File: src/hdl/byte_unstuffing_deframer_macros.svh
// Assertion helpers for the deframer module.
`ifndef BYTE_UNSTUFFING_DEFRAMER_MACROS_SVH
`define BYTE_UNSTUFFING_DEFRAMER_MACROS_SVH

// Checked on every rising clock edge outside reset.
`define BUD_ASSERT(label, clk, rst, prop, msg) \
   label: assert property (@(posedge clk) disable iff (rst) prop) else $error(msg);

// Checked on every rising clock edge, reset included.
`define BUD_ASSERT_ALWAYS(label, clk, prop, msg) \
   label: assert property (@(posedge clk) prop) else $error(msg);

`endif

File: src/hdl/bud_pkg.sv
package bud_pkg;

   localparam int BYTE_W    = 8;
   localparam int CSR_IDX_W = 8;

   localparam logic [BYTE_W-1:0] FLAG_RESET   = 8'd126;
   localparam logic [BYTE_W-1:0] ESCAPE_RESET = 8'd125;

   localparam logic [CSR_IDX_W-1:0] CSR_FLAG   = 8'd0;
   localparam logic [CSR_IDX_W-1:0] CSR_ESCAPE = 8'd1;

   typedef enum logic [1:0] {
      KIND_DATA     = 2'd0,
      KIND_END      = 2'd1,
      KIND_NO_START = 2'd2,
      KIND_BAD_ESC  = 2'd3
   } kind_type;

   typedef struct packed {
      logic in_frame;
      logic escape_armed;
   } frame_state_type;

   typedef struct packed {
      logic              emit;
      kind_type          kind;
      logic [BYTE_W-1:0] data;
   } step_result_type;

endpackage

File: src/hdl/bud_decode.sv
module bud_decode
   import bud_pkg::*;
(
   input  logic [BYTE_W-1:0] in_byte,
   input  logic [BYTE_W-1:0] flag_value,
   input  logic [BYTE_W-1:0] escape_value,
   input  frame_state_type   state,
   output frame_state_type   next_state,
   output step_result_type   result
);

   logic is_flag;
   logic is_esc;

   assign is_flag = (in_byte == flag_value);
   assign is_esc  = (in_byte == escape_value);

   // A byte equal to both values is treated as a flag, since the flag test wins.
   always_comb begin
      next_state  = state;
      result.emit = 1'b0;
      result.kind = KIND_DATA;
      result.data = '0;
      if (!state.in_frame) begin
         next_state.escape_armed = 1'b0;
         if (is_flag) begin
            next_state.in_frame = 1'b1;
         end else begin
            result.emit = 1'b1;
            result.kind = KIND_NO_START;
         end
      end else if (state.escape_armed) begin
         next_state.escape_armed = 1'b0;
         result.emit             = 1'b1;
         if (is_flag || is_esc) begin
            result.data = in_byte;
         end else begin
            next_state.in_frame = 1'b0;
            result.kind         = KIND_BAD_ESC;
         end
      end else if (is_flag) begin
         next_state.in_frame = 1'b0;
         result.emit         = 1'b1;
         result.kind         = KIND_END;
      end else if (is_esc) begin
         next_state.escape_armed = 1'b1;
      end else begin
         result.emit = 1'b1;
         result.data = in_byte;
      end
   end

endmodule

File: src/hdl/byte_unstuffing_deframer.sv
// Byte unstuffing deframer.
// The req channel (req_valid, req_stall, req_in_byte) carries the stuffed
// stream, one byte per item. The rsp channel (rsp_valid, rsp_stall, rsp_kind,
// rsp_data_byte) returns at most one item per byte: a data byte, a frame end,
// a missing opening flag or a bad escape. Opening flags and armed escape bytes
// produce no item. The csr channel writes the flag byte (index 0) and the
// escape byte (index 1); it is always ready and should only be used while the
// block is idle. Writes to other indexes are dropped.
// Each byte is captured in an input register and decoded by one level of
// compares. Its result is written into the output register when the byte
// advances, and it is offered on rsp from that register. With no
// stall, one byte is accepted in every cycle. While a result waits for the
// receiver, the input register still takes one more byte, and bytes that
// yield no item keep passing; req_stall rises only when the input register
// holds a byte whose result cannot move because the output register is
// still stalled.
// Synchronous reset empties both registers, restores flag 126 and escape 125,
// and returns the block to hunting for an opening flag.
`include "byte_unstuffing_deframer_macros.svh"

module byte_unstuffing_deframer
   import bud_pkg::*;
(
   input  logic                 clock,
   input  logic                 reset,
   input  logic                 req_valid,
   output logic                 req_stall,
   input  logic [BYTE_W-1:0]    req_in_byte,
   output logic                 rsp_valid,
   input  logic                 rsp_stall,
   output logic [1:0]           rsp_kind,
   output logic [BYTE_W-1:0]    rsp_data_byte,
   input  logic                 csr_valid,
   output logic                 csr_ready,
   input  logic [CSR_IDX_W-1:0] csr_index,
   input  logic [BYTE_W-1:0]    csr_data
);

   // Configuration registers.
   logic [BYTE_W-1:0] flag_value_ff;
   logic [BYTE_W-1:0] flag_value_in;
   logic [BYTE_W-1:0] escape_value_ff;
   logic [BYTE_W-1:0] escape_value_in;

   // Input register.
   logic              in_valid_ff;
   logic              in_valid_in;
   logic [BYTE_W-1:0] in_byte_ff;
   logic [BYTE_W-1:0] in_byte_in;

   // Framing state.
   frame_state_type   state_ff;
   frame_state_type   state_in;
   frame_state_type   step_state;
   step_result_type   step_result;

   // Output register.
   logic              out_valid_ff;
   logic              out_valid_in;
   kind_type          out_kind_ff;
   kind_type          out_kind_in;
   logic [BYTE_W-1:0] out_data_ff;
   logic [BYTE_W-1:0] out_data_in;

   logic out_free;
   logic advance;
   logic req_take;

   assign csr_ready = 1'b1;

   always_comb begin
      flag_value_in   = flag_value_ff;
      escape_value_in = escape_value_ff;
      if (csr_valid) begin
         case (csr_index)
            CSR_FLAG:   flag_value_in   = csr_data;
            CSR_ESCAPE: escape_value_in = csr_data;
            default:    ;
         endcase
      end
   end

   bud_decode u_decode (
      .in_byte      (in_byte_ff),
      .flag_value   (flag_value_ff),
      .escape_value (escape_value_ff),
      .state        (state_ff),
      .next_state   (step_state),
      .result       (step_result)
   );

   // The held byte moves on when its result has a free output slot, or when
   // it produces no result at all.
   assign out_free  = !out_valid_ff || !rsp_stall;
   assign advance   = in_valid_ff && (out_free || !step_result.emit);
   assign req_stall = in_valid_ff && !advance;
   assign req_take  = req_valid && !req_stall;

   always_comb begin
      in_valid_in = in_valid_ff;
      in_byte_in  = in_byte_ff;
      if (req_take) begin
         in_valid_in = 1'b1;
         in_byte_in  = req_in_byte;
      end else if (advance) begin
         in_valid_in = 1'b0;
      end
   end

   assign state_in = advance ? step_state : state_ff;

   always_comb begin
      out_valid_in = out_valid_ff;
      out_kind_in  = out_kind_ff;
      out_data_in  = out_data_ff;
      if (out_free) begin
         out_valid_in = 1'b0;
      end
      if (advance && step_result.emit) begin
         out_valid_in = 1'b1;
         out_kind_in  = step_result.kind;
         out_data_in  = step_result.data;
      end
   end

   always_ff @(posedge clock) begin
      if (reset) begin
         flag_value_ff   <= FLAG_RESET;
         escape_value_ff <= ESCAPE_RESET;
         in_valid_ff     <= 1'b0;
         state_ff        <= '0;
         out_valid_ff    <= 1'b0;
      end else begin
         flag_value_ff   <= flag_value_in;
         escape_value_ff <= escape_value_in;
         in_valid_ff     <= in_valid_in;
         state_ff        <= state_in;
         out_valid_ff    <= out_valid_in;
      end
   end

   always_ff @(posedge clock) begin
      in_byte_ff  <= in_byte_in;
      out_kind_ff <= out_kind_in;
      out_data_ff <= out_data_in;
   end

   assign rsp_valid     = out_valid_ff;
   assign rsp_kind      = out_kind_ff;
   assign rsp_data_byte = out_data_ff;

   // Control and error items always carry a zero data byte.
   `BUD_ASSERT(a_zero_data, clock, reset,
      out_valid_ff && (out_kind_ff != KIND_DATA) |-> (out_data_ff == '0),
      "non-data result carries a data byte")

   // Escape mode can only be armed inside a frame.
   `BUD_ASSERT_ALWAYS(a_armed_in_frame, clock,
      !state_ff.in_frame |-> !state_ff.escape_armed,
      "escape armed while hunting")

   // The input side only stalls while a byte is held.
   `BUD_ASSERT(a_stall_needs_byte, clock, reset,
      req_stall |-> in_valid_ff,
      "input stalled with an empty input register")

   // Leaving a frame always leaves a frame end or bad escape in the output.
   `BUD_ASSERT(a_leave_reports, clock, reset,
      $fell(state_ff.in_frame) && !$past(reset) |->
         out_valid_ff && ((out_kind_ff == KIND_END) || (out_kind_ff == KIND_BAD_ESC)),
      "frame left without a frame end or bad escape item")

endmodule
File: config.mk
export PLATFORM = sky130hd
export DESIGN_NAME = byte_unstuffing_deframer
export DESIGN_NICKNAME = d
export VERILOG_FILES = /design/src/hdl/bud_pkg.sv /design/src/hdl/bud_decode.sv /design/src/hdl/byte_unstuffing_deframer.sv
export VERILOG_INCLUDE_DIRS = /design/src /design/src/hdl
export SDC_FILE = /design/constraint.sdc
export NUM_CORES = 1
export LEC_CHECK = 0
export BUFFER_PORTS_ARGS = -buffer_cell sky130_fd_sc_hd__buf_4
export CORE_UTILIZATION = 47
export DETAILED_ROUTE_END_ITERATION = 10
export PLACE_DENSITY_LB_ADDON = 0.3
export SLEW_MARGIN = 20
export SYNTH_ARGS = -nofsm -noshare
export SYNTH_HDL_FRONTEND = slang
export SYNTH_SLANG_ARGS = --single-unit
File: constraint.sdc
create_clock -name clock -period 2.45 [get_ports clock]
set_input_delay 0.1225 -clock clock [delete_from_list [all_inputs] [get_ports clock]]
set_output_delay 0.1225 -clock clock [all_outputs]
set_load 0.01 [all_outputs]
# Word level (Yosys, flattened, before mapping)
# Index checks and enable logic that the tools add are counted.
# W data, S select, Z words.
[word_totals]
register_bits = 38
output_inout_bits = 13
[op_classes]
n_mux = 21
reduce_logical = 17
n_eq_ne = 3
[op_table]
columns = ["operator", "count"]
rows = [
  ["$mux W8", 3],
  ["$eq A8 B8 Y1", 2],
  ["$mux W1", 12],
  ["$mux W11", 1],
  ["$eq A8 B1 Y1 const B", 1],
  ["$logic_not A8 Y1", 1],
  ["$mux W2", 3],
  ["$mux W3", 2],
  ["$logic_not A1 Y1", 5],
  ["$logic_and A1 B1 Y1", 4],
  ["$reduce_and A2 Y1", 2],
  ["$reduce_bool A2 Y1", 2],
  ["$logic_or A1 B1 Y1", 3],
]

# Longest topological paths before layout
[logic_depth]
depth_word = 13
mapped_depth = 7
mapped_depth_nobuf = 5

# Hierarchy
# From an unflattened synthesis, not the netlist that was laid out.
[hier_totals]
hier_cells = 167
hier_area_um2 = 1885.6
[modules_own_cells]
columns = ["mod", "cells_per_inst", "area_per_inst_um2", "n_inst"]
rows = [
  ["byte_unstuffing_deframer", 108, 1410.1, 1],
  ["bud_decode", 59, 475.5, 1],
]

# Worst setup path after synthesis
# Ideal clock, no wire load.
[synth_path]
kind = "reg-to-reg"
from = "register in_byte_ff[1]"
to = "register out_data_ff[0], in the netlist rsp_data_byte[0], enable pin"
path_slack_ps = -6
t_arrival_ps = 2066
required_time_ps = 2060
setup_time_ps = 390
synth_period_minus_slack_ps = 2456
stages_incl_launch_ff = 6
cell_sequence = "edfxtp_1 -> xor2_1 -> nor4_2 -> nand4_2 -> and3_4 -> nor3_1"
[synth_via]
elab_chain_cells = 9
elab_cells_between_ends = 11
cone_classes = "eq/ne (2); mux (5); reduce/logical (4)"
[synth_lines]
columns = ["element", "line", "source"]
rows = [
  ["from (decl)", "byte_unstuffing_deframer.sv:48", "logic [BYTE_W-1:0] in_byte_ff;"],
  ["from (signal assigned)", "byte_unstuffing_deframer.sv:143", "in_byte_ff <= in_byte_in;"],
  ["$eq A8 B8 Y1", "bud_decode.sv:16", "assign is_esc = (in_byte == escape_value);"],
  ["$mux W1", "bud_decode.sv:45", "end else if (is_esc) begin"],
  ["$mux W1", "bud_decode.sv:41", "end else if (is_flag) begin"],
  ["$mux W11", "bud_decode.sv:32", "end else if (state.escape_armed) begin"],
  ["$mux W3 *", "bud_decode.sv:24", "if (!state.in_frame) begin"],
  ["$logic_not A1 Y1", "byte_unstuffing_deframer.sv:95", "assign advance = in_valid_ff && (out_free || !step_result.emit);"],
  ["$logic_or A1 B1 Y1", "byte_unstuffing_deframer.sv:95", ""],
  ["$logic_and A1 B1 Y1", "byte_unstuffing_deframer.sv:95", ""],
  ["$logic_and A1 B1 Y1 *", "byte_unstuffing_deframer.sv:119", "if (advance && step_result.emit) begin"],
  ["to (signal assigned)", "byte_unstuffing_deframer.sv:145", "out_data_ff <= out_data_in;"],
  ["to (decl)", "byte_unstuffing_deframer.sv:62", "logic [BYTE_W-1:0] out_data_ff;"],
]
# Mark *: on every way between the ends. The rest lies on a longest branch, timed or not.
# A chain may end at the register's enable or synchronous reset.

# Final worst setup path
[layout_path]
from = "register in_byte_ff[2]"
to = "output req_stall"
[layout_via]
elab_chain_cells = 10
elab_cells_between_ends = 12
cone_classes = "eq/ne (2); mux (5); reduce/logical (5)"
[layout_lines]
columns = ["element", "line", "source"]
rows = [
  ["$eq A8 B8 Y1", "bud_decode.sv:16", ""],
  ["$mux W1", "bud_decode.sv:45", ""],
  ["$mux W1", "bud_decode.sv:41", ""],
  ["$mux W11", "bud_decode.sv:32", ""],
  ["$mux W3 *", "bud_decode.sv:24", ""],
  ["$logic_not A1 Y1 *", "byte_unstuffing_deframer.sv:95", ""],
  ["$logic_or A1 B1 Y1 *", "byte_unstuffing_deframer.sv:95", ""],
  ["$logic_and A1 B1 Y1 *", "byte_unstuffing_deframer.sv:95", ""],
  ["$logic_not A1 Y1 *", "byte_unstuffing_deframer.sv:96", "assign req_stall = in_valid_ff && !advance;"],
  ["$logic_and A1 B1 Y1 *", "byte_unstuffing_deframer.sv:96", ""],
  ["to (decl)", "byte_unstuffing_deframer.sv:27", "output logic req_stall,"],
]
# Marked as above.

==> flow_summary_export.csv <==
group,metric,value,unit
worst_setup_path,critPathMaxStageDelay,0.46,ns
worst_setup_path,criticalPathCategory,"reg2out",
clock_tree,cts_buffer_depth,2,
yosys,yosys.cell_count.top_type,"sky130_fd_sc_hd__dfxtp_1",
global_routing,grt_max_degree,22,
timing,fmaxAchievable,0.435,GHz
pwr,power.density,492,mW/mm^2
worst_setup_path,worst-endpoint-required,2.33,ns
place,gp_congestion,0.772,
route,number_of_detailed_route_iterations_in_the_first_pass,4,
die,die-width,62.1,um
timing,min_period,2.30,ns
timing,setup_viol_count_final,0,
yosys,postSynthNetCount,181,
die,rows,21,
route,vias,1359,
route,routed_wl,3680,um
worst_setup_path,path_buf_inv,3,
worst_setup_path,path_depth,8,
clock_tree,htreeDepth,2,
hold_path,min-delay-path-class,"in2reg",
place,detailed_place.area,0.00204,mm^2
yosys,yosys_reg_bits,38,
yosys,post-synth-top-area-fraction,31.8,%
worst_setup_path,start_kind,"register",
die,core_area,0.00339,mm^2
finish,layout.nets,239,
pwr,ir_drop,0.401,mV
timing,slew_viol_final,0,
global_routing,grt_first_pass_wirelength,6110,um
clock_tree,tritoncts.num_buffers,5,
yosys,post_synth_main_area_contributors,"sky130_fd_sc_hd__edfxtp_1 32%, sky130_fd_sc_hd__dfxtp_1 24%, sky130_fd_sc_hd__a211o_1 6.2%",
worst_setup_path,arrival,2.18,ns
route,vias_per_cell,5.29,
worst_setup_path,critical-path-slowest-cell,"sky130_fd_sc_hd__edfxtp_1",
timing,timing.final.hold_violations,0,
worst_setup_path,path_cells,"xor2_1 -> nor4_2 -> nand4_2 -> buf_4 -> nor2_1 -> buf_4 -> nor3_1 -> buf_4",
timing,worst_clock_skew,0.00875,ns
die,dieArea,0.00386,mm^2
finish,post-route-cell-area,0.00224,mm^2
worst_setup_path,worst_r2r_path_depth,6,
timing,worst_slew_pin_slew,0.525,ns
die,die_h,62.1,um
yosys,post_synthesis_cell_area,0.00170,mm^2
die,start_util,50.1,%
worst_setup_path,worst_r2r_endpoint,"in_byte_ff[6]$_DFFE_PP_",
route,detail_route.iter0.violations,63,
hold_path,min-delay-start,"csr_data[7]",
global_routing,antenna_violations_before_repair,0,
finish,post-route-util,66.1,%
flow_run,maxCapViolCount,0,
place,total_half_perimeter_wirelength_after_legalization_and_detailed_placement,2660,um
global_routing,globalRouteTotalUtil,20.8,%
yosys,yosysTopAreaCell,"sky130_fd_sc_hd__edfxtp_1",
worst_setup_path,critical_path.top_delay_family,"simple AND/OR/NAND/NOR gates",
yosys,synth-warning-count,0,
finish,num_antenna_cells,0,
yosys,asyncSetResetFlopFracSynth,0,%
run_status,outcome,"finished, final reports clean",
yosys,post_synth_num_cell_types,38,
yosys,number_of_enable_type_register_cells_in_the_synthesized_netlist,18,
worst_setup_path,crit_path_end_kind,"output port",
worst_setup_path,worstPathMaxFanout,4,
worst_setup_path,timing.rr.start,"in_byte_ff[2]$_DFFE_PP_",
hold_path,hold-path-cell-count,3,
clock_tree,clock_input_transition_at_the_sequential_cells_of_the_worst_setup_and_hold_paths,0.11,ns
clock_tree,tritoncts,"built",
worst_setup_path,crit_top_cell,"sky130_fd_sc_hd__buf_4",
global_routing,via_count_of_the_first_global_routing_pass,1378,
timing,layout_worst_path_cycle_share,93.8,%
route,drc_errors,0,
clock_tree,clk_root_buffer_cell,"sky130_fd_sc_hd__clkbuf_4",
clock_tree,worst_skew_pair.late_latency,0.34,ns
pwr,power_leakage,0.888,nW
yosys,yosysSeqAreaShare,55.4,%
finish,post_route_cells_drive_above_1_share,26.1,%
route,route.detailed.wl_per_inst,14.3,um
die,ioPinCount,42,
global_routing,overflow,0,
yosys,post_synthesis_instance_total,152,
clock_tree,clock-sinks,38,
finish,areaGrowthSynthToFinish,31.9,%
timing,slew_headroom,64.8,%
place,io_buffer_count,40,
yosys,postSynthAreaPerCell,11.2,um^2
worst_setup_path,r2r_slack,0.22,ns
route,drtAntennaViolNets,0,
yosys,synth_common_cells,"20 x sky130_fd_sc_hd__dfxtp_1, 18 x sky130_fd_sc_hd__edfxtp_1, 12 x sky130_fd_sc_hd__a211o_1, 12 x sky130_fd_sc_hd__nand2_1",
hold_path,min_to,"escape_value_ff[7]$_SDFFE_PP0P_",
yosys,primary_flip_flop_cell_chosen_by_synthesis_mapping,"sky130_fd_sc_hd__dfxtp_1",
-- power breakdown --
part | switching [mW] | total, mW | internal, mW
clock network | 0.196 | 0.299 | 0.102
registers | 0.0138 | 0.695 | 0.681
logic | 0.0432 | 0.109 | 0.0658
-- kinds of logic after synthesis --
family                    Yosys count  share of synthesized area, %
AOI/OAI and AO/OA                  31                          13.0
DFF                                38                          55.4
and+or+nand+nor                    53                          17.6
xor gates and xnor gates           16                          8.25
other                               1                         0.221
buffers and inverters               8                          2.58
muxes                               5                          2.95
-- per-stage QoR --
step | total power [mW] | std cells | hold WS [ns] | setup TNS (ns) | setup WS (ns)
floorplan | 0.742 | 152 | 0.221 | 0 | 0.291
global placement | 0.795 | 233 | 0.301 | 0 | 0.354
detailed placement | 0.799 | 233 | 0.302 | 0 | 0.274
CTS | 1.11 | 255 | 0.0278 | 0 | 0.114
global route | 1.14 | 257 | 0.0267 | -0.0104 | -0.0104
finish | 1.10 | 257 | 0.0324 | 0 | 0.151
-- routing by layer --
| layer | part of all wire (%) | track usage [%] |
|---|---|---|
| met1 | 38 | 21.9 |
| met2 | 55 | 37.4 |
| met3 | 3.7 | 5.33 |
| met4 | 3.3 | 12.2 |
| met5 | 0 | 0 |
-- worst max path at each step --
stage	start	to	slack, ns
after global placement	in_byte_ff[1]$_DFFE_PP_	in_byte_ff[3]$_DFFE_PP_	0.35
final	in_byte_ff[2]$_DFFE_PP_	req_stall	0.15
after global routing	in_byte_ff[2]$_DFFE_PP_	req_stall	-0.01
after CTS	in_byte_ff[1]$_DFFE_PP_	req_stall	0.11
after detailed placement	in_byte_ff[1]$_DFFE_PP_	in_byte_ff[2]$_DFFE_PP_	0.27
after floorplan	in_byte_ff[1]$_DFFE_PP_	rsp_data_byte[0]$_SDFFCE_PN0P_	0.29
-- worst register-to-register path: stages, from the launching register on --
cell and delay, ns:
sky130_fd_sc_hd__edfxtp_1 0.46, sky130_fd_sc_hd__xor2_1 0.18, sky130_fd_sc_hd__nor4_2 0.35, sky130_fd_sc_hd__nand4_2 0.18
sky130_fd_sc_hd__buf_4 0.18, sky130_fd_sc_hd__nor2_1 0.13, sky130_fd_sc_hd__o31a_1 0.41
-- state kept, by name, indices dropped and copies added (netlist names) --
signal / cells
rsp_valid: 1
rsp_kind: 2
escape_value_ff: 8
flag_value_ff: 8
in_valid_ff: 1
in_byte_ff: 8
rsp_data_byte: 8
state_ff: 2
-- layout make-up --
type,instances,area (um^2)
Clock buffer,5,37.5
Clock inverter,3,11.3
Fill cell,260,1150
Inverter,1,3.75
Multi-Input combinational cell,106,718
Sequential cell,38,941
Tap cell,46,57.6
Timing Repair Buffer,58,470
-- timing repair --
item	CTS	global route
endpoints found under the hold margin	14	0
endpoints found under the setup margin	0	1
hold buffers	14	0
setup buffers	0	2
gates resized for setup	0	0
-- layout by cell type, fill, tap and decap left out, types with 2 or more instances in the layout --
cell type	n
sky130_fd_sc_hd__buf_4	44
sky130_fd_sc_hd__dfxtp_1	20
sky130_fd_sc_hd__edfxtp_1	18
sky130_fd_sc_hd__dlygate4sd3_1	14
sky130_fd_sc_hd__nand2_1	12
sky130_fd_sc_hd__a211o_1	12
sky130_fd_sc_hd__xnor2_1	10
sky130_fd_sc_hd__a21oi_1	10
sky130_fd_sc_hd__nor2_1	9
sky130_fd_sc_hd__nor2b_1	7
sky130_fd_sc_hd__xor2_1	6
sky130_fd_sc_hd__and3_1	6
sky130_fd_sc_hd__mux2i_1	5
sky130_fd_sc_hd__clkbuf_4	5
sky130_fd_sc_hd__nand4_1	3
sky130_fd_sc_hd__nand3_1	3
sky130_fd_sc_hd__clkinv_1	3
sky130_fd_sc_hd__o21ai_0	2
sky130_fd_sc_hd__o32ai_1	2
(Power assumes the default switching activity.)
